**config.mk**
```make
export PLATFORM = sky130hd
export DESIGN_NAME = ucsj_rowser
export DESIGN_NICKNAME = d
export VERILOG_FILES = /design/src/hdl/ucsj_pkg.sv /design/src/hdl/ucsj_rowser.sv
export SDC_FILE = /design/constraint.sdc
export NUM_CORES = 1
export LEC_CHECK = 0
export BUFFER_PORTS_ARGS = -buffer_cell sky130_fd_sc_hd__buf_2
export CAP_MARGIN = 15
export CORE_AREA = 5 5 297 299
export DETAILED_ROUTE_END_ITERATION = 16
export DIE_AREA = 0 0 302 304
export MAX_ROUTING_LAYER = met4
export SYNTH_ARGS = -nofsm -noshare
export SYNTH_HDL_FRONTEND = slang
export SYNTH_SLANG_ARGS = --single-unit
```
**constraint.sdc**
```tcl
create_clock -name clk -period 83.8 [get_ports clk]
set_input_delay 8.38 -clock clk [delete_from_list [all_inputs] [get_ports clk]]
set_output_delay 8.38 -clock clk [all_outputs]
set_load 0.1 [all_outputs]
```
**src/hdl/ucsj_pkg.sv**
```systemverilog
// ----------------------------------------------------------------------------
// ucsj_pkg
// shared types, constants and arithmetic helpers of the unicycle step unit
// ----------------------------------------------------------------------------
package ucsj_pkg;

  localparam int FRAC_BITS_DEF = 16;

  localparam logic [15:0] STEP_TIME_RST = 16'd6554;

  // configuration register indexes
  localparam logic [1:0] CFG_STEP_TIME = 2'd0;
  localparam logic [1:0] CFG_MODEL_SEL = 2'd1;

  // model codes
  localparam logic MODEL_UNICYCLE = 1'b0;
  localparam logic MODEL_ERROR    = 1'b1;

  localparam logic signed [63:0] INV_TWO_PI_Q32 = 64'sd683565276;
  localparam logic signed [63:0] HALF_PI_Q30    = 64'sd1686629713;
  localparam logic [30:0]        Q30_ONE        = 31'h4000_0000;

  // horner divisors and their reciprocals (floor of 2^32 / k)
  localparam logic [6:0]  K_S1 = 7'd72;
  localparam logic [6:0]  K_C1 = 7'd90;
  localparam logic [6:0]  K_S2 = 7'd42;
  localparam logic [6:0]  K_C2 = 7'd56;
  localparam logic [6:0]  K_S3 = 7'd20;
  localparam logic [6:0]  K_C3 = 7'd30;
  localparam logic [6:0]  K_S4 = 7'd6;
  localparam logic [6:0]  K_C4 = 7'd12;
  localparam logic [31:0] M_S1 = 32'((64'd1 << 32) / 72);
  localparam logic [31:0] M_C1 = 32'((64'd1 << 32) / 90);
  localparam logic [31:0] M_S2 = 32'((64'd1 << 32) / 42);
  localparam logic [31:0] M_C2 = 32'((64'd1 << 32) / 56);
  localparam logic [31:0] M_S3 = 32'((64'd1 << 32) / 20);
  localparam logic [31:0] M_C3 = 32'((64'd1 << 32) / 30);
  localparam logic [31:0] M_S4 = 32'((64'd1 << 32) / 6);
  localparam logic [31:0] M_C4 = 32'((64'd1 << 32) / 12);

  typedef logic signed [31:0] q_t;

  typedef struct packed {
    q_t s0;
    q_t s1;
    q_t s2;
    q_t dv;
    q_t dw;
  } side_t;

  typedef struct packed {
    q_t next_value;
    q_t dstate0;
    q_t dstate1;
    q_t dstate2;
    q_t dctrl0;
    q_t dctrl1;
  } row_t;

  // rounded arithmetic shift, ties toward plus infinity
  function automatic logic signed [65:0] rnd_asr(input logic signed [65:0] v,
                                                 input int unsigned sh);
    rnd_asr = (v + (66'sd1 <<< (sh - 1))) >>> sh;
  endfunction

  function automatic q_t sat32(input logic signed [65:0] v);
    if (v > 66'sd2147483647) begin
      sat32 = 32'sh7fff_ffff;
    end else if (v < -66'sd2147483648) begin
      sat32 = 32'sh8000_0000;
    end else begin
      sat32 = v[31:0];
    end
  endfunction

  // floor(p / k) for p below 2^30 via reciprocal multiply and one correction
  function automatic logic [29:0] div_k(input logic [29:0] p, input logic [6:0] k,
                                        input logic [31:0] m);
    logic [61:0] pm;
    logic [29:0] q0;
    logic [36:0] qk;
    logic [30:0] rem;
    pm  = 62'(p) * 62'(m);
    q0  = pm[61:32];
    qk  = 37'(q0) * 37'(k);
    rem = 31'(37'(p) - qk);
    div_k = (rem >= 31'(k)) ? q0 + 30'd1 : q0;
  endfunction

endpackage

```
**src/hdl/ucsj_rowser.sv**
```systemverilog
// ----------------------------------------------------------------------------
// ucsj_rowser
// output buffer that sends the three rows of one item in order
// ----------------------------------------------------------------------------
module ucsj_rowser (
  input  logic                 clk,
  input  logic                 rst_n,
  input  logic                 in_vld,
  input  ucsj_pkg::row_t [2:0] rows,
  output logic                 take,
  output logic                 full,
  input  logic                 out_ready,
  output logic                 out_valid,
  output logic [1:0]           row_index,
  output ucsj_pkg::row_t       row,
  output logic                 last_row
);

  ucsj_pkg::row_t [2:0] rows_r;
  logic [1:0]           cnt_r;
  logic                 full_r;

  assign take = !full_r || (out_ready && cnt_r == 2'd2);

  always_ff @(posedge clk) begin
    if (!rst_n) begin
      full_r <= 1'b0;
      cnt_r  <= 2'd0;
    end else begin
      if (full_r && out_ready) begin
        if (cnt_r == 2'd2) begin
          full_r <= 1'b0;
        end else begin
          cnt_r <= cnt_r + 2'd1;
        end
      end
      if (take && in_vld) begin
        full_r <= 1'b1;
        cnt_r  <= 2'd0;
      end
    end
  end

  always_ff @(posedge clk) begin
    if (take && in_vld) begin
      rows_r <= rows;
    end
  end

  always_comb begin
    case (cnt_r)
      2'd0:    row = rows_r[0];
      2'd1:    row = rows_r[1];
      default: row = rows_r[2];
    endcase
  end

  assign full      = full_r;
  assign out_valid = full_r;
  assign row_index = cnt_r;
  assign last_row  = (cnt_r == 2'd2);

endmodule

```
==> results.sh <==
export IMPL_syn_area_per_cell_um2=16.74
export IMPL_powerDensity_nw_per_um2=26.27
export IMPL_internal_power_w=0.0005217
export IMPL_ys_warn_count=0
export IMPL_grt_pass1_wl_um=87890
export IMPL_cts_root_buf="clkbuf_16"
export IMPL_clockPowerShare_pct=36.9
export IMPL_relSlewSlack_pct=24.47
export IMPL_timing_clock_skew_ps=14.24
export IMPL_die_width_um=302
export IMPL_drtPass1Iterations=5
export IMPL_total_leakage_power_nw=11.32
export IMPL_cts_tree="done"
export IMPL_cts_max_path_buffers=3
export IMPL_synth_area_um2=20690
export IMPL_drc_errors=0
export IMPL_start_util_pct=24.38
export IMPL_gp_congestion=0.8260
export IMPL_ctsHtreeMaxLevel=2
export IMPL_grt_max_degree=160
export IMPL_grt_pass1_vias=13980
export IMPL_p_comb_share_pct=16.3
export IMPL_timing_final_crit_period_ps=18010
export IMPL_gr_usage_all_layers_pct=13.06
export IMPL_clkTransAtPathRegs_ps=60
export IMPL_place_inst=3109
export IMPL_setup_viol=0
export IMPL_post_place_ws_ps=65810
export IMPL_min_from="row_index[1]$_SDFFE_PP0P_"
export IMPL_stdcell_count=3248
export IMPL_vdd_drop_max_v=0.00001725
export IMPL_status="complete, no violations"
export IMPL_core_um2=84880
export IMPL_io_pins=778
export IMPL_synth_top_area_share_pct=83.60
export IMPL_yosysTopAreaCell="edfxtp_1"
export IMPL_finalCritPeriodShare_pct=21.50
export IMPL_timing_fmax_mhz=55.51
export IMPL_wire_per_inst_um=19.26
export IMPL_clock_sinks=579
export IMPL_hold_path_class="reg -> reg"
export IMPL_yosys_register_bits=579
export IMPL_synth_seq_area_share_pct=83.89
export IMPL_die_y_um=304
export IMPL_rows=107
export IMPL_drt_initial_drc_count=799
export IMPL_cp_common_cell="buf_2"
export IMPL_cp_startpoint="out_ready"
export IMPL_numPortBuffers=777
export IMPL_nNetsFinal=2612
export IMPL_dp_hpwl_um=45350
export IMPL_rsz0062_at_grt="false"
export IMPL_criticalPathCategory="in -> out"
export IMPL_timing_hold_ws_ps=581.6
export IMPL_setup_tns_final_ps=0
export IMPL_postRouteAntennaNets=0
export IMPL_synthCells=1236
export IMPL_ctsHoldBuffers=0
export IMPL_timing_final_ws_setup_ps=65790
export IMPL_hold_viol=0
export IMPL_slew_viol_final=0
export IMPL_vias=13500
export IMPL_cp_required_ps=75420
export IMPL_yosys_top_cells_area="edfxtp_1 84%, a22oi_1 7.0%, nand2_1 7.0%, buf_2 1.3%, dfxtp_1 0.29%"
export IMPL_dieArea_um2=91810
export IMPL_worst_pin_slew_ps=1133
export IMPL_start_kind="input pin"
export IMPL_cts_buffers=61
export IMPL_crit_arrival_ps=9630
export IMPL_n_fill_cell=8510
export IMPL_cpPeakStageDelay_ps=520
export IMPL_antenna_found_initial=25
export IMPL_power_share_sequential_pct=46.8
export IMPL_insertion_delay_ps=610
export IMPL_drive_gt1_share_pct=42.61
export IMPL_switching_share_pct=28.95
export IMPL_routed_wl_um=62560
export IMPL_cap_violations=0
export IMPL_post_cts_setup_buffers=0
export IMPL_path_cells="buf_2, a21boi_0, inv_1, buf_2"
export IMPL_ctsResizeCount=0
export IMPL_grt_overflow=0
export IMPL_r2r_start="row_index[0]$_SDFFE_PP0P_"
export IMPL_cp_max_fo=4
export IMPL_syn2layout_area_growth_pct=35.12
export IMPL_p_sw_w=0.0002126
export IMPL_slowest_stage="a21boi_0"
export IMPL_avgViaCountPerCell=4.155
export IMPL_synth_nets=1819
export IMPL_cp_end_kind="primary output"
export IMPL_synthDistinctLibCells=17
[per-stage QoR]
| step | cell area (um2) | power [W] | util [%] |
|---|---|---|---|
| floorplan | 20690 | 0.0004519 | - |
| global placement | 25850 | 0.0004691 | 30.45 |
| detailed placement | 25850 | 0.0004702 | 30.45 |
| CTS | 27870 | 0.0007447 | 32.83 |
| global route | 27950 | 0.0007616 | 32.93 |
| finish | 27960 | 0.0007343 | 32.94 |
[sequential cells by signal (all words and copies together), names as in the netlist]
register   cells
rows_r       576
full           1
row_index      2
[cells by family (layout without fill, tap and decap cells)]
logic type	count (synthesis)	in the layout	synth area share [%]
other cells	0	27	0
fa+ha+maj	3	3	0.1814
simple gates	389	389	7.088
mux	1	1	0.04838
compound gates	195	195	7.063
buf+inv	68	909	1.687
xor+xnor	1	1	0.04234
flops	579	579	83.89
[path summary, 6_finish.rpt]
| check | end | slack, ps | cells after the start |
|---|---|---|---|
| setup / recovery | take | 65790 | 4 |
| hold / removal | row_index[1]$_SDFFE_PP0P_ | 580 | 2 |
| setup reg to reg | rows_r[410]$_DFFE_PP_ | 79180 | 8 |
| hold reg to reg | row_index[1]$_SDFFE_PP0P_ | 580 | 2 |
[placed cells by master, fill, tap and decap left out]
cell        instances
a21boi_0            1
a22oi_1           192
buf_12              2
buf_2             777
buf_4              15
bufinv_16           7
clkbuf_1           10
clkbuf_16          62
clkbuf_8            6
clkinv_1           14
clkinv_2            9
clkinv_8            1
clkinvlp_4          1
dfxtp_1             3
diode_2            27
edfxtp_1          576
ha_1                1
ha_4                2
inv_1               4
inv_16              1
mux2i_1             1
nand2_1           384
nand3b_1            1
nor2_1              2
nor2_4              2
o21a_1              1
o21ai_0             1
xnor2_1             1
[per-layer routing]
metal	share of wire, %	up-vias	GRT usage [%]
li1	-	6303	-
met1	36	6506	13.90
met2	51	593	22.32
met3	10	94	4.837
met4	2.6	0	4.624
met5	0	-	-
[power by group through the flow]
stage	Clock (W)	Combinational [W]	Sequential, W
final	0.000271	0.000120	0.000343
after global routing	0.000292	0.000125	0.000344
after floorplan	0	0.0000892	0.000363
after detailed placement	0	0.000121	0.000349
after CTS	0.000280	0.000121	0.000344
after global placement	0	0.000120	0.000349
[worst max-delay path: cells and delay by family]
family / cells / cell delay [ps]
AO/OA/AOI/OAI: 1 / 520
buffers and inverters: 3 / 720
[cell usage after synthesis]
master,n
a21boi_0,1
a22oi_1,192
buf_2,54
buf_4,7
clkbuf_1,3
dfxtp_1,3
edfxtp_1,576
ha_1,3
inv_1,4
mux2i_1,1
nand2_1,384
nand3b_1,1
nor2_1,3
nor2_2,1
o21a_1,1
o21ai_0,1
xnor2_1,1
[final cells by class]
type                            count  area, um2  area share (%)
Tap cell                         1144       1431           5.120
Timing Repair Buffer              794       4041           14.46
Sequential cell                   579      17360           62.08
Clock inverter                     33      351.6           1.258
Clock buffer                       78       1672           5.979
Multi-Input combinational cell    589       3022           10.81
Inverter                            4      15.01         0.05371
Antenna cell                       27      67.56          0.2417
Power figures use the tool's default switching activity.
